==> src/rtl/core/cblf_pkg.sv <==
// Package: shared types, constants and functions for the circle boundary link fraction unit
`timescale 1ns / 1ps
package cblf_pkg;
	localparam int FRAC_BITS_DEF   = 16;
	localparam int COORD_LIMIT_DEF = 1024;
	localparam int CW  = 12;
	localparam int OW  = 14;
	localparam int FW  = 17;
	localparam int DW  = 4;
	localparam int NNB = 8;

	typedef enum logic [1:0] {
		REG_RADIUS   = 2'd0,
		REG_CENTER_X = 2'd1,
		REG_CENTER_Y = 2'd2,
		REG_ADD_CTR  = 2'd3
	} reg_idx_t;

	// one neighbor link, as handed from link generation to the fraction pipeline
	typedef struct packed {
		logic [DW-1:0]        dir;
		logic [DW-1:0]        back;
		logic signed [1:0]    di;
		logic signed [1:0]    dj;
		logic signed [CW-1:0] x;
		logic signed [CW-1:0] y;
		logic [OW-1:0]        ox;
		logic [OW-1:0]        oy;
		logic [24:0]          c;
		logic                 last;
	} link_t;

	function automatic logic [DW-1:0] nb_dir(input logic [2:0] k);
		logic [DW-1:0] r;
		case (k)
			3'd0: r = 4'd4;
			3'd1: r = 4'd2;
			3'd2: r = 4'd3;
			3'd3: r = 4'd7;
			3'd4: r = 4'd6;
			3'd5: r = 4'd1;
			3'd6: r = 4'd8;
			default: r = 4'd5;
		endcase
		return r;
	endfunction

	function automatic logic [DW-1:0] opp_dir(input logic [DW-1:0] d);
		logic [DW-1:0] r;
		case (d)
			4'd1: r = 4'd3;
			4'd2: r = 4'd4;
			4'd3: r = 4'd1;
			4'd4: r = 4'd2;
			4'd5: r = 4'd7;
			4'd6: r = 4'd8;
			4'd7: r = 4'd5;
			4'd8: r = 4'd6;
			default: r = 4'd0;
		endcase
		return r;
	endfunction

	function automatic logic signed [1:0] nb_di(input logic [2:0] k);
		logic signed [1:0] r;
		case (k)
			3'd0, 3'd1: r = 2'sd0;
			3'd2, 3'd3, 3'd4: r = -2'sd1;
			default: r = 2'sd1;
		endcase
		return r;
	endfunction

	function automatic logic signed [1:0] nb_dj(input logic [2:0] k);
		logic signed [1:0] r;
		case (k)
			3'd0, 3'd3, 3'd6: r = -2'sd1;
			3'd2, 3'd5: r = 2'sd0;
			default: r = 2'sd1;
		endcase
		return r;
	endfunction
endpackage

==> src/rtl/core/cblf_link_gen.sv <==
// Link generator: fluid test and serial emission of solid neighbor links
`timescale 1ns / 1ps
module cblf_link_gen (
	input  logic                           clk,
	input  logic                           arst_n,
	input  logic                           in_valid,
	output logic                           in_ready,
	input  logic signed [cblf_pkg::CW-1:0] point_x,
	input  logic signed [cblf_pkg::CW-1:0] point_y,
	input  logic [10:0]                    radius_n,
	input  logic [11:0]                    center_x,
	input  logic [11:0]                    center_y,
	input  logic                           offset_en,
	output logic                           lk_valid,
	input  logic                           lk_ready,
	output cblf_pkg::link_t                lk
);
	import cblf_pkg::*;

	// stage 1: squares and solid mask
	logic                 v_s1;
	logic signed [CW-1:0] x_s1, y_s1;
	logic [24:0]          r2_s1;
	logic [24:0]          d2_s1;
	logic [OW-1:0]        ox_s1, oy_s1;
	// stage 2: mask held while links are emitted
	logic                 v_s2;
	logic [NNB-1:0]       mask_s2;
	logic signed [CW-1:0] x_s2, y_s2;
	logic [24:0]          c_s2;
	logic [OW-1:0]        ox_s2, oy_s2;
	logic [NNB-1:0]       solid_s1;

	logic signed [11:0] r_c;
	logic [2:0]         pick;
	logic [NNB-1:0]     rest;
	logic               adv2, adv1, take2;

	assign r_c = $signed({1'b0, radius_n}) - 12'sd1;

	// squared distance of each neighbor, compared to R^2 at stage 1
	always_comb begin
		for (int k = 0; k < NNB; k++) begin
			logic signed [CW+1:0] sx, sy;
			logic [26:0] s2;
			sx = (CW+2)'(x_s1) + (CW+2)'(nb_di(3'(k)));
			sy = (CW+2)'(y_s1) + (CW+2)'(nb_dj(3'(k)));
			s2 = 27'(sx) * 27'(sx) + 27'(sy) * 27'(sy);
			solid_s1[k] = s2 <= {2'b0, r2_s1};
		end
	end

	always_comb begin
		pick = 3'd0;
		for (int k = NNB-1; k >= 0; k--) begin
			if (mask_s2[k]) pick = 3'(k);
		end
		rest = mask_s2 & ~(NNB'(1) << pick);
	end

	assign lk_valid = v_s2 && (mask_s2 != '0);
	assign take2    = lk_valid && lk_ready;
	assign adv2     = !v_s2 || (mask_s2 == '0) || (take2 && rest == '0);
	assign adv1     = !v_s1 || adv2;
	assign in_ready = adv1;

	always_comb begin
		lk.dir  = nb_dir(pick);
		lk.back = opp_dir(nb_dir(pick));
		lk.di   = nb_di(pick);
		lk.dj   = nb_dj(pick);
		lk.x    = x_s2;
		lk.y    = y_s2;
		lk.ox   = ox_s2;
		lk.oy   = oy_s2;
		lk.c    = c_s2;
		lk.last = (rest == '0);
	end

	always_ff @(posedge clk or negedge arst_n) begin
		if (!arst_n) begin
			v_s1 <= 1'b0;
			v_s2 <= 1'b0;
			mask_s2 <= '0;
		end else begin
			if (adv1) v_s1 <= in_valid;
			if (adv2) begin
				v_s2 <= v_s1;
				mask_s2 <= (v_s1 && d2_s1 >= r2_s1) ? solid_s1 : '0;
			end else if (take2) begin
				mask_s2 <= rest;
			end
		end
	end

	always_ff @(posedge clk) begin
		if (adv1 && in_valid) begin
			x_s1  <= point_x;
			y_s1  <= point_y;
			r2_s1 <= 25'(25'(r_c) * 25'(r_c));
			d2_s1 <= 25'(point_x) * 25'(point_x)
				+ 25'(point_y) * 25'(point_y);
			ox_s1 <= offset_en ? OW'(center_x) : '0;
			oy_s1 <= offset_en ? OW'(center_y) : '0;
		end
		if (adv2 && v_s1) begin
			x_s2  <= x_s1;
			y_s2  <= y_s1;
			c_s2  <= d2_s1 - r2_s1;
			ox_s2 <= ox_s1;
			oy_s2 <= oy_s1;
		end
	end

	a_emit_needs_mask: assert property (@(posedge clk) disable iff (!arst_n)
		lk_valid |-> mask_s2[pick]) else $error("emitted link not in mask");
	a_rest_shrinks: assert property (@(posedge clk) disable iff (!arst_n)
		(take2 && rest != '0) |=> $countones(mask_s2) == $countones($past(mask_s2)) - 1)
		else $error("mask did not shrink by one");
	a_no_intake_busy: assert property (@(posedge clk) disable iff (!arst_n)
		(v_s1 && v_s2 && mask_s2 != '0 && !take2) |-> !in_ready)
		else $error("intake while stage two busy");
endmodule

==> config.mk <==
export PLATFORM = sky130hd
export DESIGN_NAME = cblf_link_gen
export DESIGN_NICKNAME = d
export VERILOG_FILES = /design/src/rtl/core/cblf_pkg.sv /design/src/rtl/core/cblf_link_gen.sv
export SDC_FILE = /design/constraint.sdc
export NUM_CORES = 2
export LEC_CHECK = 0
export ABC_AREA = 1
export CAP_MARGIN = 15
export CORE_ASPECT_RATIO = 0.8
export CORE_MARGIN = 5
export CORE_UTILIZATION = 55
export DETAILED_ROUTE_END_ITERATION = 10
export DONT_BUFFER_PORTS = 1
export PLACE_DENSITY = 0.73
export SLEW_MARGIN = 20
export SYNTH_ARGS = -nofsm -noshare
export SYNTH_HDL_FRONTEND = slang
export SYNTH_SLANG_ARGS = --single-unit
==> constraint.sdc <==
create_clock -name clk -period 9.45 [get_ports clk]
set_clock_uncertainty 0.1 [all_clocks]
set_input_delay 1.89 -clock clk [delete_from_list [all_inputs] [get_ports clk]]
set_output_delay 1.89 -clock clk [all_outputs]
set_load 0.02 [all_outputs]
Yosys cells after proc, flatten, opt, wreduce, memory -nomap -nowiden
Memories as Yosys holds them, arrays and structs flattened.
Cells that the tools add are included.
{"block": "totals", "latchBits": 0, "mem_bits_ro": 64, "memories": 1, "output_inout_bits": 92, "ff_bits": 189, "input_bits": 64, "ramBits": 0, "wordCells": 93}
{"memory": "(no name shown)", "words": 16, "word_bits": 4, "read_ports": 1, "rd_ports_with_merged_regs": 0, "wr": 0, "line_no": "cblf_pkg.sv:50", "text": "case (d)"}
{"block": "classes", "n_reduce_logical": 20, "multipliers": 9, "add_sub_neg": 15, "order_cmp": 9, "div_mod_pow": 0, "shift": 1, "eq_ne": 6, "mux": 14, "bitwise": 2}
{"cell": "<= comparator 27 x 25 -> 1 bit", "count": 8}
{"cell": "multiplier 12 x 12 -> 24 bit", "count": 5}
{"cell": "adder 26 x 26 -> 27 bit", "count": 4}
{"cell": "multiplier 13 x 13 -> 26 bit", "count": 4}
{"cell": "adder 24 x 26 -> 27 bit", "count": 2}
{"cell": "adder 26 x 24 -> 27 bit", "count": 2}
{"cell": "one-hot mux 4 bit (7 select lines)", "count": 1}
{"cell": "adder 12 x 1 -> 13 bit, second input constant", "count": 2}
{"cell": "adder 12 x 2 -> 13 bit, second input constant", "count": 2}
{"cell": "adder 24 x 24 -> 25 bit", "count": 1}
{"cell": "greater-or-equal comparator 25 bit", "count": 1}
{"cell": "subtractor 25 bit", "count": 1}
{"cell": "2-to-1 mux 3 bit", "count": 8}
{"cell": "2-to-1 mux 8 bit", "count": 3}
{"cell": "zero test 8 bit", "count": 2}
{"cell": "subtractor 11 x 1 -> 12 bit, second input constant", "count": 1}
{"cell": "equality test 3 bit, second input constant", "count": 3}
{"cell": "AND 8 bit", "count": 1}
{"cell": "NOT 8 bit", "count": 1}
{"cell": "one-hot mux 2 bit (2 select lines)", "count": 2}
{"cell": "nonzero test 8 bit", "count": 1}
{"cell": "<< shifter 1 x 3 -> 8 bit, first input constant", "count": 1}
{"cell": "equality test 3 x 2 -> 1 bit, second input constant", "count": 2}
{"cell": "logical AND 1 bit", "count": 6}
{"cell": "other kinds (7)", "count": 12}

Depth between registers and ports, before layout
{"block": "depth", "word_depth": 16, "ltp_mapped": 55, "depth_no_buf": 54}

Worst setup path before layout
OpenSTA, ideal clock, no wires.
{"block": "synth_path", "path_kind": "register -> register", "start": "register x_s1[0]", "end": "register mask_s2[2]", "path_buffers": 1, "stages_incl_launch_ff": 45, "t_arrival_ps": 8995, "period_less_slack_ps": 9161, "setup_slack_ps": 289, "setup_time_ps": 66, "t_required_ps": 9284, "path_cell_list": "edfxtp_1 -> clkbuf_1 -> inv_1 -> ha_1 -> nand2_1 -> nor2_1 -> inv_1 -> nor3_1 -> xor2_1 -> nand2_1 -> fa_1 -> inv_1 -> fa_1 -> fa_1 -> fa_1 -> fa_1 -> inv_1 -> fa_1 -> [... 9 more ...] -> nor4_1 -> a21oi_1 -> o21ai_0 -> a31oi_1 -> o21ai_0 -> a31oi_1 -> xor2_1 -> ha_1 -> nand2_1 -> inv_1 -> nand4_1 -> nor4_1 -> nand3_1 -> nand2_1 -> nand4_1 -> nand2_1 -> nand2_1 -> nand2_1"}
{"block": "synth_via", "elab_chain_cells": 6}
{"item": "start: declaration", "line_no": "cblf_link_gen.sv:22", "text": "logic signed [CW-1:0] x_s1, y_s1;"}
{"item": "start signal: assignment", "line_no": "cblf_link_gen.sv:98", "text": "x_s1 <= point_x;"}
{"item": "adder 12 x 1 -> 13 bit", "line_no": "cblf_link_gen.sv:46", "text": "sx = (CW+2)'(x_s1) + (CW+2)'(nb_di(3'(k)));"}
{"item": "multiplier 13 x 13 -> 26 bit", "line_no": "cblf_link_gen.sv:48", "text": "s2 = 27'(sx) * 27'(sx) + 27'(sy) * 27'(sy);"}
{"item": "adder 26 x 24 -> 27 bit", "line_no": "cblf_link_gen.sv:48"}
{"item": "<= comparator 27 x 25 -> 1 bit", "line_no": "cblf_link_gen.sv:49", "text": "solid_s1[k] = s2 <= {2'b0, r2_s1};"}
{"item": "2-to-1 mux 8 bit", "line_no": "cblf_link_gen.sv:89", "text": "mask_s2 <= (v_s1 && d2_s1 >= r2_s1) ? solid_s1 : '0;"}
{"item": "2-to-1 mux 8 bit", "line_no": "cblf_link_gen.sv:87", "text": "if (adv2) begin"}
{"item": "end signal: assignment", "line_no": "cblf_link_gen.sv:89"}
{"item": "end signal: assignment", "line_no": "cblf_link_gen.sv:91", "text": "mask_s2 <= rest;"}
{"item": "end: declaration", "line_no": "cblf_link_gen.sv:28", "text": "logic [NNB-1:0] mask_s2;"}
No other way between the ends.
A chain may end at the register's enable or synchronous reset.

Worst setup path in the final report
{"block": "layout_path", "start": "register x_s1[1]", "end": "register mask_s2[2]"}
The elaborated chain is that of the path after synthesis.

==> flow_summary.yaml <==
die:
  start_util_pct: 55.3
  num_io_pins: 156
  die_width_um: 410
  coreArea_um2: 127000
  dieArea_um2: 135000
  die_y_um: 330
  rows: 117
synth:
  yosys_most_used_dff: "edfxtp_1"
  avgSynthCellArea_um2: 8.15
  synth-seq-area-share_pct: 7.57
  synth-seq-cells: 179
  synthXorXnorAreaFrac_pct: 5.00
  ys_async_sr_fraction_pct: 5.59
  synth-edff-count: 169
  ys_types: 62
  synthSimpleGateAreaFrac_pct: 16.0
  synthAdderAreaFrac_pct: 52.5
  syn_area_um2: 70400
  synth_compound_gate_area_share_pct: 6.36
  yosys_warnings: 0
  muxShareOfSynthArea_pct: 0.0142
  synth_top_family_by_area: "adder cells"
  syn_inst: 8630
setup_path:
  critPathTopFamily: "adder cells"
  cp-end-kind: "flip-flop"
  rr_worst_depth: 45
  worstReg2RegStart: "x_s1[1]$_DFFE_PP_"
  worstSetupPathType: "reg2reg"
  cp_slowest_stage_delay_ps: 520
  crit_fanout: 4
  r2r_slack_ps: 210
  rr_endpoint: "mask_s2[2]$_DFFE_PN0P_"
  crit_buf_inv: 9
  cpMostUsedCell: "nand2_1"
  cp_slowest_cell: "fa_1"
  cp.arrival_ps: 9590
  crit_required_ps: 9800
  crit_start: "x_s1[1]$_DFFE_PP_"
  start_kind: "flip-flop"
placement:
  routabilityCongestion: 1.05
  portBuffers: 0
  dp_hpwl_um: 193000
  placed_cells: 11000
  place_area_um2: 77800
sta:
  fin_crit_ps: 9240
  worst_pin_slew_ps: 1160
  setup_viol: 0
  fin_crit_sh_pct: 97.8
  relSlewSlack_pct: 22.6
  slew_violations: 0
  hold_viol: 0
  rsz0062_at_grt: "yes"
  holdWs_ps: 315
  fmax_mhz: 108
  tns_ps: 0
global_route:
  grt_overflow_total: 0
  grt_start_max_net_pins: 72
  first_global_vias: 60900
  grt_util_all_layers_pct: 33.0
  antenna_found_initial: 4
  grt_pass1_wl_um: 345000
final_layout:
  regArea_um2: 5330
  n_fill_cell: 10800
  multi_input_area_um2: 58200
  layout.nets: 11600
  fin_area_um2: 80900
  final_cells: 11000
  final_layout_size_suffix_gt1_share_pct: 14.3
  mostFrequentLayoutCells: "inv_1 (2,187), nand2_1 (1,554), fa_1 (1,239)"
  layout_commonest_cell: "inv_1"
  area.growth.synth_to_final_pct: 14.9
outcome:
  status: "finished clean"
min_path:
  hp-class: "reg2reg"
  hp-start: "oy_s1[3]$_SDFFCE_PN0P_"
  min_to: "oy_s2[3]$_DFFE_PP_"
  hold_depth: 0
clock_network:
  clk_latency_ps: 510
  clk_path_buf_depth: 2
  cts_tree: "done"
  cts-root-buf: "clkbuf_16"
  numCtsBuffers: 17
  cts_hold_buf: 0
  clock-sinks: 179
  clk_pin_slew_ps: 90
  cts_max_level: 4
route:
  drc: 0
  drt-vias-per-instance: 5.41
  wl_per_cell_um: 20.1
  route.vias.total: 59700
  first_iter_violations: 5308
  ant_nets: 0
  wirelength_um: 222000
  drtPass1Iterations: 6
job:
  cap_violations: 0
-- metal layers --
metal | wire length [µm] | up-vias | share of wire (%) | GRT usage (%)
li1 | - | 27800 | - | -
met1 | 96000 | 29100 | 43 | 47.9
met2 | 95800 | 2450 | 43 | 50.9
met3 | 23200 | 318 | 10 | 6.90
met4 | 6750 | 0 | 3.0 | 8.54
met5 | 0 | - | 0 | 0
-- state kept, by name, summed over array words and instances (netlist names) --
name	cells
r2_s1	23
v_s1	1
x_s1	12
y_s1	12
ox_s2	12
oy_s2	12
oy_s1	12
x_s2	12
ox_s1	12
y_s2	12
c_s2	25
v_s2	1
mask_s2	8
d2_s1	25
-- layout make-up --
| cell class | count | area share (%) |
|---|---|---|
| Inverter | 2236 | 10.4 |
| Tap cell | 1666 | 2.58 |
| Antenna cell | 3 | 0.00928 |
| Clock buffer | 17 | 0.526 |
| Multi-Input combinational cell | 6121 | 71.9 |
| Sequential cell | 179 | 6.59 |
| Clock inverter | 15 | 0.265 |
| Timing Repair Buffer | 802 | 7.69 |
-- worst reg2reg max path: cells and delay by family, from the launching register on --
| kind | cells | cell delay, ps |
|---|---|---|
| AO/OA/AOI/OAI | 7 | 1100 |
| XOR/XNOR | 2 | 380 |
| adder cells (fa/ha/maj) | 9 | 3650 |
| buffers and inverters | 9 | 1110 |
| flip-flops | 1 | 440 |
| AND/OR/NAND/NOR | 18 | 2440 |
-- Yosys cell counts, drive strengths merged, types with 13 or more instances --
| cell type | count | area (µm²) |
|---|---|---|
| inv | 2231 | 8370 |
| nand2 | 1680 | 6460 |
| fa | 1248 | 25000 |
| ha | 957 | 12000 |
| nor2 | 537 | 2100 |
| a21oi | 462 | 2330 |
| nand3 | 271 | 1410 |
| xor2 | 239 | 2100 |
| o21ai | 184 | 940 |
| edfxtp | 169 | 5070 |
| xnor2 | 162 | 1420 |
| clkbuf | 89 | 335 |
| nand4 | 83 | 532 |
| nor3 | 58 | 315 |
| a21o | 28 | 210 |
| a31oi | 28 | 175 |
| nor4 | 24 | 150 |
| o21bai | 22 | 165 |
| o211ai | 16 | 120 |
| or2 | 15 | 93.8 |
| a211oi | 14 | 105 |
| nand3b | 13 | 110 |
-- through the flow --
stage / util, % / setup WS, ps
after floorplan: - / 289
after global placement: 61.2 / -985
after detailed placement: 61.2 / -1000
after CTS: 61.9 / -54.6
after global routing: 63.6 / -157
final: 63.6 / 213
-- kinds of logic after synthesis --
logic type	Yosys count
fa+ha+maj	2205
compound gates	806
xor+xnor	401
buf+inv	2337
mux	1
simple gates	2699
other cells	2
flops	179
-- timing repair --
action | CTS | global route
pin swaps | 5 | 119
buffers inserted | 10 | 44
gates resized for setup | 48 | 432
endpoints found under the setup margin | 7 | 8
cloned | 0 | 0
-- how the worst max path moves through the flow --
stage                                        end  slack (ps)  cells after the start
after floorplan           mask_s2[2]$_DFFE_PN0P_         290                     44
after global placement    mask_s2[2]$_DFFE_PN0P_        -990                     47
after detailed placement  mask_s2[2]$_DFFE_PN0P_       -1000                     47
after CTS                 mask_s2[2]$_DFFE_PN0P_         -50                     47
after global routing      mask_s2[2]$_DFFE_PN0P_        -160                     54
final                     mask_s2[2]$_DFFE_PN0P_         210                     45
Power is left out: the tool's default activity adds up to more than one toggle a clock period on the data nets, which glitch-free logic cannot reach.
