===== config.mk =====
export PLATFORM = sky130hd
export DESIGN_NAME = cblf_frac
export DESIGN_NICKNAME = d
export VERILOG_FILES = /design/src/rtl/core/cblf_pkg.sv /design/src/rtl/core/cblf_isqrt.sv /design/src/rtl/core/cblf_frac.sv
export SDC_FILE = /design/constraint.sdc
export NUM_CORES = 2
export LEC_CHECK = 0
export BUFFER_PORTS_ARGS = -buffer_cell sky130_fd_sc_hd__buf_2
export CAP_MARGIN = 20
export CORE_UTILIZATION = 43
export CTS_BUF_LIST = sky130_fd_sc_hd__clkbuf_8
export CTS_CLUSTER_SIZE = 10
export DETAILED_ROUTE_END_ITERATION = 8
export GPL_TIMING_DRIVEN = 0
export PLACE_DENSITY = 0.59
export SYNTH_ARGS = -nofsm -noshare
export SYNTH_HDL_FRONTEND = slang
export SYNTH_SLANG_ARGS = --single-unit

===== constraint.sdc =====
create_clock -name clk -period 40.3 [get_ports clk]
set_input_delay 6.045 -clock clk [delete_from_list [all_inputs] [get_ports clk]]
set_output_delay 6.045 -clock clk [all_outputs]
set_load 0.01 [all_outputs]

===== src/rtl/core/cblf_pkg.sv =====
// Package: shared types, constants and functions for the circle boundary link fraction unit
`timescale 1ns / 1ps
package cblf_pkg;
	localparam int FRAC_BITS_DEF   = 16;
	localparam int COORD_LIMIT_DEF = 1024;
	localparam int CW  = 12;
	localparam int OW  = 14;
	localparam int FW  = 17;
	localparam int DW  = 4;
	localparam int NNB = 8;

	typedef enum logic [1:0] {
		REG_RADIUS   = 2'd0,
		REG_CENTER_X = 2'd1,
		REG_CENTER_Y = 2'd2,
		REG_ADD_CTR  = 2'd3
	} reg_idx_t;

	// one neighbor link, as handed from link generation to the fraction pipeline
	typedef struct packed {
		logic [DW-1:0]        dir;
		logic [DW-1:0]        back;
		logic signed [1:0]    di;
		logic signed [1:0]    dj;
		logic signed [CW-1:0] x;
		logic signed [CW-1:0] y;
		logic [OW-1:0]        ox;
		logic [OW-1:0]        oy;
		logic [24:0]          c;
		logic                 last;
	} link_t;

	function automatic logic [DW-1:0] nb_dir(input logic [2:0] k);
		logic [DW-1:0] r;
		case (k)
			3'd0: r = 4'd4;
			3'd1: r = 4'd2;
			3'd2: r = 4'd3;
			3'd3: r = 4'd7;
			3'd4: r = 4'd6;
			3'd5: r = 4'd1;
			3'd6: r = 4'd8;
			default: r = 4'd5;
		endcase
		return r;
	endfunction

	function automatic logic [DW-1:0] opp_dir(input logic [DW-1:0] d);
		logic [DW-1:0] r;
		case (d)
			4'd1: r = 4'd3;
			4'd2: r = 4'd4;
			4'd3: r = 4'd1;
			4'd4: r = 4'd2;
			4'd5: r = 4'd7;
			4'd6: r = 4'd8;
			4'd7: r = 4'd5;
			4'd8: r = 4'd6;
			default: r = 4'd0;
		endcase
		return r;
	endfunction

	function automatic logic signed [1:0] nb_di(input logic [2:0] k);
		logic signed [1:0] r;
		case (k)
			3'd0, 3'd1: r = 2'sd0;
			3'd2, 3'd3, 3'd4: r = -2'sd1;
			default: r = 2'sd1;
		endcase
		return r;
	endfunction

	function automatic logic signed [1:0] nb_dj(input logic [2:0] k);
		logic signed [1:0] r;
		case (k)
			3'd0, 3'd3, 3'd6: r = -2'sd1;
			3'd2, 3'd5: r = 2'sd0;
			default: r = 2'sd1;
		endcase
		return r;
	endfunction
endpackage


===== src/rtl/core/cblf_isqrt.sv =====
// Pipelined fixed point square root, several digits per stage with flow control
`timescale 1ns / 1ps
module cblf_isqrt #(
	parameter int FRAC_BITS = cblf_pkg::FRAC_BITS_DEF,
	parameter int DIN_W     = 28,
	parameter int TAG_W     = 8
) (
	input  logic                                 clk,
	input  logic                                 arst_n,
	input  logic                                 in_valid,
	output logic                                 in_ready,
	input  logic [DIN_W-1:0]                     din,
	input  logic [TAG_W-1:0]                     tag_in,
	output logic                                 out_valid,
	input  logic                                 out_ready,
	output logic [(DIN_W+1)/2+FRAC_BITS-1:0]     root,
	output logic                                 exact,
	output logic [TAG_W-1:0]                     tag_out
);
	localparam int HD    = (DIN_W + 1) / 2;
	localparam int ND    = HD + FRAC_BITS;
	localparam int PAD_W = 2 * HD;
	localparam int RW    = ND + 2;
	localparam int PER   = 6;
	localparam int NST   = (ND + PER - 1) / PER;

	logic [NST:0]           v;
	logic [PAD_W-1:0]       dd  [NST+1];
	logic [RW-1:0]          rem [NST+1];
	logic [ND-1:0]          rt  [NST+1];
	logic [TAG_W-1:0]       tg  [NST+1];
	logic [NST:0]           adv;

	assign v[0]   = in_valid;
	assign dd[0]  = PAD_W'(din);
	assign rem[0] = '0;
	assign rt[0]  = '0;
	assign tg[0]  = tag_in;

	assign adv[NST] = !v[NST] || out_ready;
	for (genvar s = NST-1; s >= 0; s--) begin : g_adv
		assign adv[s] = !v[s+1] || adv[s+1];
	end
	assign in_ready = adv[0];

	for (genvar s = 0; s < NST; s++) begin : g_st
		logic [RW-1:0] rn;
		logic [ND-1:0] qn;
		always_comb begin
			logic [RW-1:0] tr, r2;
			logic [1:0] bits;
			rn = rem[s];
			qn = rt[s];
			for (int p = s*PER; p < s*PER + PER; p++) begin
				if (p < ND) begin
					bits = (p < HD) ? dd[s][PAD_W-1-2*p -: 2] : 2'b00;
					r2 = {rn[RW-3:0], bits};
					tr = {qn[RW-3:0], 2'b01};
					if (r2 >= tr) begin
						rn = r2 - tr;
						qn = {qn[ND-2:0], 1'b1};
					end else begin
						rn = r2;
						qn = {qn[ND-2:0], 1'b0};
					end
				end
			end
		end
		always_ff @(posedge clk or negedge arst_n) begin
			if (!arst_n) v[s+1] <= 1'b0;
			else if (adv[s]) v[s+1] <= v[s];
		end
		always_ff @(posedge clk) begin
			if (adv[s] && v[s]) begin
				dd[s+1]  <= dd[s];
				rem[s+1] <= rn;
				rt[s+1]  <= qn;
				tg[s+1]  <= tg[s];
			end
		end
	end

	assign out_valid = v[NST];
	assign root      = rt[NST];
	assign exact     = rem[NST] == '0;
	assign tag_out   = tg[NST];
endmodule


===== src/rtl/core/cblf_frac.sv =====
// Wall fraction pipeline: discriminant, square root, root choice and division by shift
`timescale 1ns / 1ps
module cblf_frac #(
	parameter int FRAC_BITS = cblf_pkg::FRAC_BITS_DEF
) (
	input  logic                   clk,
	input  logic                   arst_n,
	input  logic                   lk_valid,
	output logic                   lk_ready,
	input  cblf_pkg::link_t        lk,
	output logic                   out_valid,
	input  logic                   out_ready,
	output logic [cblf_pkg::DW-1:0] link_dir,
	output logic [cblf_pkg::DW-1:0] back_dir,
	output logic [cblf_pkg::OW-1:0] fluid_x,
	output logic [cblf_pkg::OW-1:0] fluid_y,
	output logic [cblf_pkg::OW-1:0] solid_x,
	output logic [cblf_pkg::OW-1:0] solid_y,
	output logic [cblf_pkg::OW-1:0] far_x,
	output logic [cblf_pkg::OW-1:0] far_y,
	output logic [cblf_pkg::FW-1:0] wall_fraction,
	output logic                   last
);
	import cblf_pkg::*;

	localparam int BW   = 15;                       // |b| <= 2*(2048+2048)
	localparam int DIN  = 29;                       // d = b^2 - 4ac, nonneg after clamp
	localparam int RTW  = (DIN + 1) / 2 + FRAC_BITS;
	localparam int NW   = BW + FRAC_BITS + 2;       // signed numerator width
	localparam int TAGW = $bits(link_t);

	// stage a: discriminant
	logic                 va_q;
	link_t                la_q;
	logic [DIN-1:0]       d_a;
	logic                 sq_ready, sq_valid, sq_exact;
	logic [RTW-1:0]       sq_root;
	logic [TAGW-1:0]      sq_tag;
	link_t                lq;
	logic signed [BW-1:0] b_c;
	logic [1:0]           a_c;
	logic                 dv_ready;
	logic                 vo_q;

	logic signed [BW-1:0] b_n;
	logic signed [DIN+1:0] d_n;
	logic [1:0]           a_n;

	always_comb begin
		a_n = (lk.di != 0 && lk.dj != 0) ? 2'd2 : 2'd1;
		b_n = BW'(2 * (BW'(lk.x) * BW'(lk.di) + BW'(lk.y) * BW'(lk.dj)));
		d_n = (DIN+2)'(b_n) * (DIN+2)'(b_n)
			- (DIN+2)'({a_n, 2'b00}) * (DIN+2)'(lk.c);
	end

	assign lk_ready = !va_q || sq_ready;

	always_ff @(posedge clk or negedge arst_n) begin
		if (!arst_n) va_q <= 1'b0;
		else if (lk_ready) va_q <= lk_valid;
	end
	always_ff @(posedge clk) begin
		if (lk_ready && lk_valid) begin
			la_q <= lk;
			d_a  <= d_n[DIN+1] ? '0 : DIN'(d_n);
		end
	end

	cblf_isqrt #(.FRAC_BITS(FRAC_BITS), .DIN_W(DIN), .TAG_W(TAGW)) u_sqrt (
		.clk(clk), .arst_n(arst_n),
		.in_valid(va_q), .in_ready(sq_ready), .din(d_a), .tag_in(la_q),
		.out_valid(sq_valid), .out_ready(dv_ready), .root(sq_root),
		.exact(sq_exact), .tag_out(sq_tag)
	);

	// root choice, then division by 2a (2 or 4) as a shift
	logic signed [NW+RTW:0] np, nm, top, num;

	always_comb begin
		lq  = link_t'(sq_tag);
		a_c = (lq.di != 0 && lq.dj != 0) ? 2'd2 : 2'd1;
		b_c = BW'(2 * (BW'(lq.x) * BW'(lq.di) + BW'(lq.y) * BW'(lq.dj)));
		top = (NW+RTW+1)'(a_c) <<< (FRAC_BITS + 1);
		np  = -((NW+RTW+1)'(b_c) <<< FRAC_BITS) + (NW+RTW+1)'(sq_root);
		nm  = -((NW+RTW+1)'(b_c) <<< FRAC_BITS) - (NW+RTW+1)'(sq_root)
			- (sq_exact ? '0 : (NW+RTW+1)'(1));
		if (np >= 0 && np <= top) num = np;
		else if (nm >= 0 && nm <= top) num = nm;
		else num = '0;
	end

	assign dv_ready = !vo_q || out_ready;

	always_ff @(posedge clk or negedge arst_n) begin
		if (!arst_n) vo_q <= 1'b0;
		else if (dv_ready) vo_q <= sq_valid;
	end
	always_ff @(posedge clk) begin
		if (dv_ready && sq_valid) begin
			link_dir <= lq.dir;
			back_dir <= lq.back;
			fluid_x  <= OW'(lq.x) + lq.ox;
			fluid_y  <= OW'(lq.y) + lq.oy;
			solid_x  <= OW'(lq.x) + OW'(lq.di) + lq.ox;
			solid_y  <= OW'(lq.y) + OW'(lq.dj) + lq.oy;
			far_x    <= OW'(lq.x) - OW'(lq.di) + lq.ox;
			far_y    <= OW'(lq.y) - OW'(lq.dj) + lq.oy;
			wall_fraction <= (a_c == 2'd2) ? FW'(num >>> 2) : FW'(num >>> 1);
			last     <= lq.last;
		end
	end
	assign out_valid = vo_q;

	a_frac_range: assert property (@(posedge clk) disable iff (!arst_n)
		vo_q |-> wall_fraction <= FW'(1 << FRAC_BITS)) else $error("fraction above one");
	a_hold: assert property (@(posedge clk) disable iff (!arst_n)
		(vo_q && !out_ready) |=> vo_q && $stable(wall_fraction)) else $error("output lost");
	a_back: assert property (@(posedge clk) disable iff (!arst_n)
		vo_q |-> back_dir == opp_dir(link_dir)) else $error("bad back code");
endmodule


Word-level counts from Yosys, hierarchy flattened
Index checks and enable logic that the tools add are counted.
- bits of input ports: 94
- register bits after elaboration: 1110
- multiplexer cells: 68
- $lt $le $gt $ge: 35
- $add $sub $neg: 48
- equal/unequal tests: 1
- reduce and logical (&&, ||, !) cells: 34
- $mul: 6
- operators with widths (operator ; count):
    2-to-1 mux 31 bit ; 30
    >= comparator 65 x 1 -> 1 bit, second input constant ; 2
    <= comparator 65 x 20 -> 1 bit ; 2
    nonzero test 32 bit ; 4
    adder 14 bit ; 8
    adder 65 x 31 -> 65 bit ; 1
    negator 65 bit ; 1
    subtractor 65 x 1 -> 65 bit ; 1
    subtractor 65 x 31 -> 65 bit ; 1
    subtractor 31 x 29 -> 31 bit ; 2
    multiplier 12 x 2 -> 14 bit ; 4
    2-to-1 mux 19 bit ; 2
    >= comparator 33 x 10 -> 1 bit ; 1
    >= comparator 33 x 11 -> 1 bit ; 1
    >= comparator 33 x 12 -> 1 bit ; 1
    >= comparator 33 x 13 -> 1 bit ; 1
    >= comparator 33 x 14 -> 1 bit ; 1
    >= comparator 33 x 15 -> 1 bit ; 1
    >= comparator 33 x 16 -> 1 bit ; 1
    >= comparator 33 x 17 -> 1 bit ; 1
    >= comparator 33 x 18 -> 1 bit ; 1
    >= comparator 33 x 19 -> 1 bit ; 1
    >= comparator 33 x 20 -> 1 bit ; 1
    >= comparator 33 x 21 -> 1 bit ; 1
    62 further kinds ; 122

Depth between registers and ports, before layout
- depth in word-level cells: 12
- gate-level depth with buffers: 109
- mapped depth without buffers: 104

Cells and area by module
Synthesis repeated with hierarchy kept, for this count alone.
- cells, all modules: 9768
- area, all modules: 94774.6 um^2
- by module, submodules not included (module ; times used ; sequential area each (um^2) ; cells each ; area each (um^2)):
    cblf_isqrt ; 1 ; 26245.2 ; 6652 ; 64524.4
    cblf_frac ; 1 ; 6866.6 ; 3116 ; 30250.3

Worst setup path after synthesis
Ideal clock, no wire load.
- path type: reg-to-reg
- start point: register u_sqrt.rt[132] in the netlist's numbering
- end point: register u_sqrt.rem[129] in the netlist's numbering, data pin
- cell stages (with the launch flop): 97
- path buffers: 12
- setup slack: 21316 ps
- arrival time: 18726 ps
- required time: 40042 ps
- period minus slack after synthesis: 18984 ps
- path through: edfxtp_1 inv_1 ha_1 clkbuf_1 a21o_1 a21o_1 a21oi_1 o211a_1 nand3_1 inv_1 clkbuf_1 buf_1 buf_1 nand2_1 o31ai_1 ha_1 a21oi_1 nor2b_1 [... 61 more ...] o21ai_0 ha_1 inv_1 o21ai_0 a21oi_1 o21bai_1 a21oi_1 o21bai_1 a21oi_1 o21bai_1 a21oi_1 o21bai_1 a21oi_1 o21bai_1 a21o_1 a221oi_1 nand4_1 xnor2_1
- cells in the longest elaborated chain, start to end: 12
- elaborated cells between the ends (all ways): 23
- those cells by class: add/sub: 6; order compare: 6; mux: 11
- ends and longest elaborated chain (element ; RTL line ; source):
    from (decl) ; cblf_isqrt.sv:30 ; logic [ND-1:0] rt [NST+1];
    from (signal, indexed assignment) ; cblf_isqrt.sv:77 ; rt[s+1] <= qn;
    subtractor 31 x 14 -> 31 bit / >= comparator 33 x 14 -> 1 bit (equally long branches) ; cblf_isqrt.sv:60, cblf_isqrt.sv:59 ;
    2-to-1 mux 31 bit / 2-to-1 mux 1 bit (equally long branches) ; cblf_isqrt.sv:59 ; if (r2 >= tr) begin
    >= comparator 33 x 15 -> 1 bit (*) ; cblf_isqrt.sv:59 ;
    2-to-1 mux 1 bit (*) ; cblf_isqrt.sv:59 ;
    via u_sqrt.g_st[2].$4.tr[5] ; cblf_isqrt.sv:50 ; logic [RW-1:0] tr, r2;
    subtractor 31 x 16 -> 31 bit / >= comparator 33 x 16 -> 1 bit (equally long branches) ; cblf_isqrt.sv:60, cblf_isqrt.sv:59 ;
    2-to-1 mux 31 bit / 2-to-1 mux 1 bit (equally long branches) ; cblf_isqrt.sv:59 ;
    >= comparator 33 x 17 -> 1 bit (*) ; cblf_isqrt.sv:59 ;
    2-to-1 mux 1 bit (*) ; cblf_isqrt.sv:59 ;
    via u_sqrt.g_st[2].$4.tr[3] ; cblf_isqrt.sv:50 ;
    subtractor 31 x 18 -> 31 bit / >= comparator 33 x 18 -> 1 bit (equally long branches) ; cblf_isqrt.sv:60, cblf_isqrt.sv:59 ;
    2-to-1 mux 31 bit / 2-to-1 mux 1 bit (equally long branches) ; cblf_isqrt.sv:59 ;
    subtractor 31 x 19 -> 31 bit / >= comparator 33 x 19 -> 1 bit (equally long branches) ; cblf_isqrt.sv:60, cblf_isqrt.sv:59 ;
    2-to-1 mux 31 bit (*) ; cblf_isqrt.sv:59 ;
    via u_sqrt.g_st[2].rn[30] ; cblf_isqrt.sv:47 ; logic [RW-1:0] rn;
    to (signal, indexed assignment) ; cblf_isqrt.sv:76 ; rem[s+1] <= rn;
    to (decl) ; cblf_isqrt.sv:29 ; logic [RW-1:0] rem [NST+1];
The timed path passes the listed nets; every way through them passes the cells marked *.
A chain may end at the register's enable or synchronous reset.

Final worst setup path
- start point: register u_sqrt.rt[94] in the netlist's numbering
- end point: register u_sqrt.rem[94] in the netlist's numbering, data pin
- cells in the longest elaborated chain, start to end: 12
- elaborated cells between the ends (all ways): 23
- those cells by class: add/sub: 6; order compare: 6; mux: 11
- ends and longest elaborated chain (element ; RTL line):
    subtractor 31 x 20 -> 31 bit / >= comparator 33 x 20 -> 1 bit (equally long branches) ; cblf_isqrt.sv:60, cblf_isqrt.sv:59
    2-to-1 mux 31 bit / 2-to-1 mux 1 bit (equally long branches) ; cblf_isqrt.sv:59
    subtractor 31 x 21 -> 31 bit / >= comparator 33 x 21 -> 1 bit (equally long branches) ; cblf_isqrt.sv:60, cblf_isqrt.sv:59
    2-to-1 mux 31 bit / 2-to-1 mux 1 bit (equally long branches) ; cblf_isqrt.sv:59
    >= comparator 33 x 22 -> 1 bit (*) ; cblf_isqrt.sv:59
    2-to-1 mux 1 bit (*) ; cblf_isqrt.sv:59
    via u_sqrt.g_st[3].$4.tr[4] ; cblf_isqrt.sv:50
    subtractor 31 x 23 -> 31 bit / >= comparator 33 x 23 -> 1 bit (equally long branches) ; cblf_isqrt.sv:60, cblf_isqrt.sv:59
    2-to-1 mux 31 bit / 2-to-1 mux 1 bit (equally long branches) ; cblf_isqrt.sv:59
    subtractor 31 x 24 -> 31 bit / >= comparator 33 x 24 -> 1 bit (equally long branches) ; cblf_isqrt.sv:60, cblf_isqrt.sv:59
    2-to-1 mux 31 bit / 2-to-1 mux 1 bit (equally long branches) ; cblf_isqrt.sv:59
    subtractor 31 x 25 -> 31 bit / >= comparator 33 x 25 -> 1 bit (equally long branches) ; cblf_isqrt.sv:60, cblf_isqrt.sv:59
    2-to-1 mux 31 bit (*) ; cblf_isqrt.sv:59
    via u_sqrt.g_st[3].rn[28] ; cblf_isqrt.sv:47
Marks and branches as above.

==> summary by stage <==
Run status
The run finished with clean final reports.

Floorplan
The core region is approximately 200000 sq um. Once the floorplan was initialized, standard cells occupied 43.3% of the core. The floorplan step set the die height to about 450 microns. In this run the count of I/O pins placed on the die edge is roughly 210.

The die is 448 microns wide. The die covers between 200000 and 250000 sq um. The floorplan has about 160 rows.

Synthesis
The dominant register cell in the synthesized netlist is sky130_fd_sc_hd__edfxtp_1. The synthesized area is 85600 sq um. Yosys printed 0 warnings. The sequential fraction of the synthesis area is 32.4%. The area fraction of the dominant cell type after synthesis is between 30% and 40%.

The post-synthesis cell count is 9025. The mean area per synthesized cell is about 9.5 sq um. The post-synthesis async set-or-reset flop share is less than 1%. The synthesized design spends more area on one cell type than any other, namely sky130_fd_sc_hd__edfxtp_1. The number of library cell types mapped by synthesis is 119. The synthesized design contains around 920 enable-type register cells.

By area the synthesized netlist is led by sky130_fd_sc_hd__edfxtp_1 32%, sky130_fd_sc_hd__ha_1 13%, sky130_fd_sc_hd__fa_1 7.4%. The number of nets in the synthesized netlist is 10300. In the post-synthesis netlist, the cell with the most instances is sky130_fd_sc_hd__inv_1. The number of flip-flops and latches in the synthesized netlist is between 900 and 1000. By count the netlist is led by 955 x sky130_fd_sc_hd__inv_1, 917 x sky130_fd_sc_hd__edfxtp_1, 898 x sky130_fd_sc_hd__ha_1.

Min path
The path with the worst hold slack has its endpoint at u_sqrt.tag_out[81]$_DFFE_PP_. In this run the worst hold path is classified as flip-flop to flip-flop. The worst hold path passes through 0 cells. The worst hold path begins at u_sqrt.tg[171]$_DFFE_PP_.

Timing
The number of failing hold endpoints at the final stage was 0. The slew of the pin with the lowest slew margin is 1.24 ns. For the final database, setup skew stands at about 0.053 ns.

Based on the critical path, the design can be clocked at up to about 38 MHz. Setup repair after global routing left no endpoint under its margin. The number of max-slew violations in the final report is 0. Measured against its own limit, the worst slew margin works out to ~18%. The ratio of final minimum period to clock period is ~66%. The total negative slack is 0 ns.

The total setup violations reported at the end of the flow is 0. The clock period could shrink to between 20 and 30 ns.

Route
The count of routing violations after the opening detailed-route iteration is roughly 4600. The number of vias per cell after detailed routing is around 5.6. For this run, design rule violations remaining after detail routing come to 0.

The number of vias in the routed layout is slightly below 70000. The detailed-route wire length is between 200 and 250 mm. The remaining antenna violation count is 0.

The number of iterations in the first detailed-routing pass is 8. The final routed wire length divided by cell count is ~19 microns.

Global route
The largest net degree at the start of global routing is 60. The wire length of the first global-routing pass is between 300 and 400 mm. The total congestion overflow after global routing is 0. The via count of the first global-routing pass is between 60000 and 70000. Global routing used a little under a quarter of the available tracks. The initial antenna violation count is 16.

Critical path
The largest single stage delay on the critical path is around 0.87 ns. For the worst setup path, the data arrival time is roughly 27 ns. In this run the critical register-to-register path is captured at u_sqrt.rem[94]$_DFFE_PP_. The slowest stage of the critical path belongs to the cell sky130_fd_sc_hd__a2111oi_0.

The required time at the endpoint of the critical path is between 40 and 50 ns. The critical path class is flip-flop to flip-flop. The number of cell instances on the worst register-to-register path is between 90 and 100. The startpoint identified for the worst register-to-register timing path is u_sqrt.rt[94]$_DFFE_PP_.

The type of destination of the critical path is a flip-flop. The most used cell along the critical path is sky130_fd_sc_hd__a21oi_1. The biggest fanout along the worst timing path is 14. The startpoint type of the worst setup path is a flip-flop. The reg-to-reg setup timing slack is 13.68 ns.

Place
The number of buffers added on ports is ~200. The estimated wirelength of the detail-placed design is approximately 190 mm. Routability-driven placement finished with a final weighted congestion of about 0.94.

Clocking
Buffers added to address setup during post-CTS repair amount to 0. In this run, CTS created clock tree buffers numbering roughly 160. After clock tree synthesis, the clock-pin slew on the worst setup and hold paths is 0.06 ns. The cell chosen for the clock root is sky130_fd_sc_hd__clkbuf_8. The clock net in this run drives a total of 925 sinks. The number of buffers between clock root and the deepest sink is 3. In this run the number of H-tree levels came out at 4. The source-to-sink clock delay at the later pin of the worst-skew pair is 0.89 ns.

TritonCTS built the clock tree. Gates resized during post-CTS repair numbered 0. Buffers inserted to repair hold after CTS numbered 0.

Final layout
The final net count is about 11000. The ratio of cells with drive above 1 in the final layout is 7.42%. The synthesis-to-layout area growth is 9.27%.

Job
The number of violations of the max-capacitance limit is 0.
## kinds of logic (layout without fill, tap and decap cells)
family                     count (synthesis)  after routing  share of synthesized area (%)
other                                      2             10                        0.00878
AOI/OAI and AO/OA                       2317           2317                           17.4
buffers and inverters                   1162           1665                           5.16
adders and majority gates               1213           1213                           20.5
and+or+nand+nor                         2421           2421                           14.0
muxes                                    169            169                           2.16
DFF                                      925            925                           32.4
xor gates and xnor gates                 816            816                           8.38
## cells in the final DEF, fill, tap and decap left out, drive strengths merged, types with 25 or more instances in the layout
cell and instances:
inv 1010, nand2 620, buf 273, o21ai 431, fa 315, clkbuf 317
or4 35, a31oi 62, nand2b 119, a21boi 55, a21oi 762, o21a 85
a211oi 72, o21bai 219, o211ai 39, ha 898, a211o 25, mux2i 45
clkinv 50, a31o 26, or3 73, nor4 71, nand4 92, mux2 124
edfxtp 917, and3 68, o31ai 63, or2 43, nand3 172, and2 99
a21o 203, nor3 160, xor2 262, xnor2 552, nor2b 80, nor2 663
## critical path, delay by kind of cell, from the launching register on
kind / cells / cell delay, ns
compound gates: 45 / 10.87
xor+xnor: 1 / 0.12
fa+ha+maj: 7 / 2.39
buf+inv: 18 / 7.14
flops: 1 / 0.58
simple gates: 20 / 5.18
## sequential cells by signal, summed over array words and instances (netlist names), 4 cells and up
name               flops
u_sqrt.g_st.$4.tr     30
far_y                 14
u_sqrt.tg            325
la_q                  65
link_dir               4
u_sqrt.v               5
wall_fraction         17
fluid_y               14
solid_x               14
solid_y               14
u_sqrt.rt             60
u_sqrt.root           31
far_x                 14
back_dir               4
d_a                   27
fluid_x               14
u_sqrt.rem           154
u_sqrt.tag_out        65
u_sqrt.dd             20
u_sqrt.g_st.$4.r2     30
## area by class of cell
cell class	instances	area, sq um
Timing Repair Buffer	238	1700
Inverter	967	3630
Clock inverter	105	659
Tap cell	2640	3300
Multi-Input combinational cell	6938	53500
Sequential cell	925	27700
Clock buffer	160	2200
Fill cell	18800	104000
Antenna cell	8	20.0
Buffer	195	785
## layer usage
| layer | up-vias | global-route usage (%) | part of all wire, % |
|---|---|---|---|
| li1 | 33200 | - | - |
| met1 | 32800 | 31.0 | 45 |
| met2 | 1637 | 38.8 | 47 |
| met3 | 339 | 2.66 | 4.6 |
| met4 | 0 | 6.39 | 2.5 |
| met5 | - | 0 | 0 |
## how the worst max path moves through the flow
stage                                  start                         to  slack (ns)
finish               u_sqrt.rt[94]$_DFFE_PP_   u_sqrt.rem[94]$_DFFE_PP_       13.68
global route        u_sqrt.rt[124]$_DFFE_PP_  u_sqrt.rem[121]$_DFFE_PP_       11.71
CTS                 u_sqrt.rt[124]$_DFFE_PP_  u_sqrt.rem[121]$_DFFE_PP_       14.29
detailed placement   u_sqrt.rt[94]$_DFFE_PP_   u_sqrt.rem[96]$_DFFE_PP_       14.42
global placement     u_sqrt.rt[94]$_DFFE_PP_   u_sqrt.rem[96]$_DFFE_PP_       14.08
floorplan           u_sqrt.rt[132]$_DFFE_PP_  u_sqrt.rem[129]$_DFFE_PP_       21.32
## through the flow
stage | setup slack (ns) | util, % | area, sq um | hold WS [ns] | std cells
2_1_floorplan | 21.32 | - | 85600 | 0.400 | 9025
3_3_place_gp | 14.08 | 45.5 | 89900 | 0.401 | 11900
3_5_place_dp | 14.42 | 45.8 | 90600 | 0.405 | 11900
4_1_cts | 14.29 | 47.3 | 93400 | 0.392 | 12200
5_1_grt | 11.71 | 47.3 | 93500 | 0.396 | 12200
6_report | 13.68 | 47.3 | 93500 | 0.393 | 12200
Power is not shown: default switching activity piles up to over one toggle a cycle in this logic, so the estimate is an artifact.
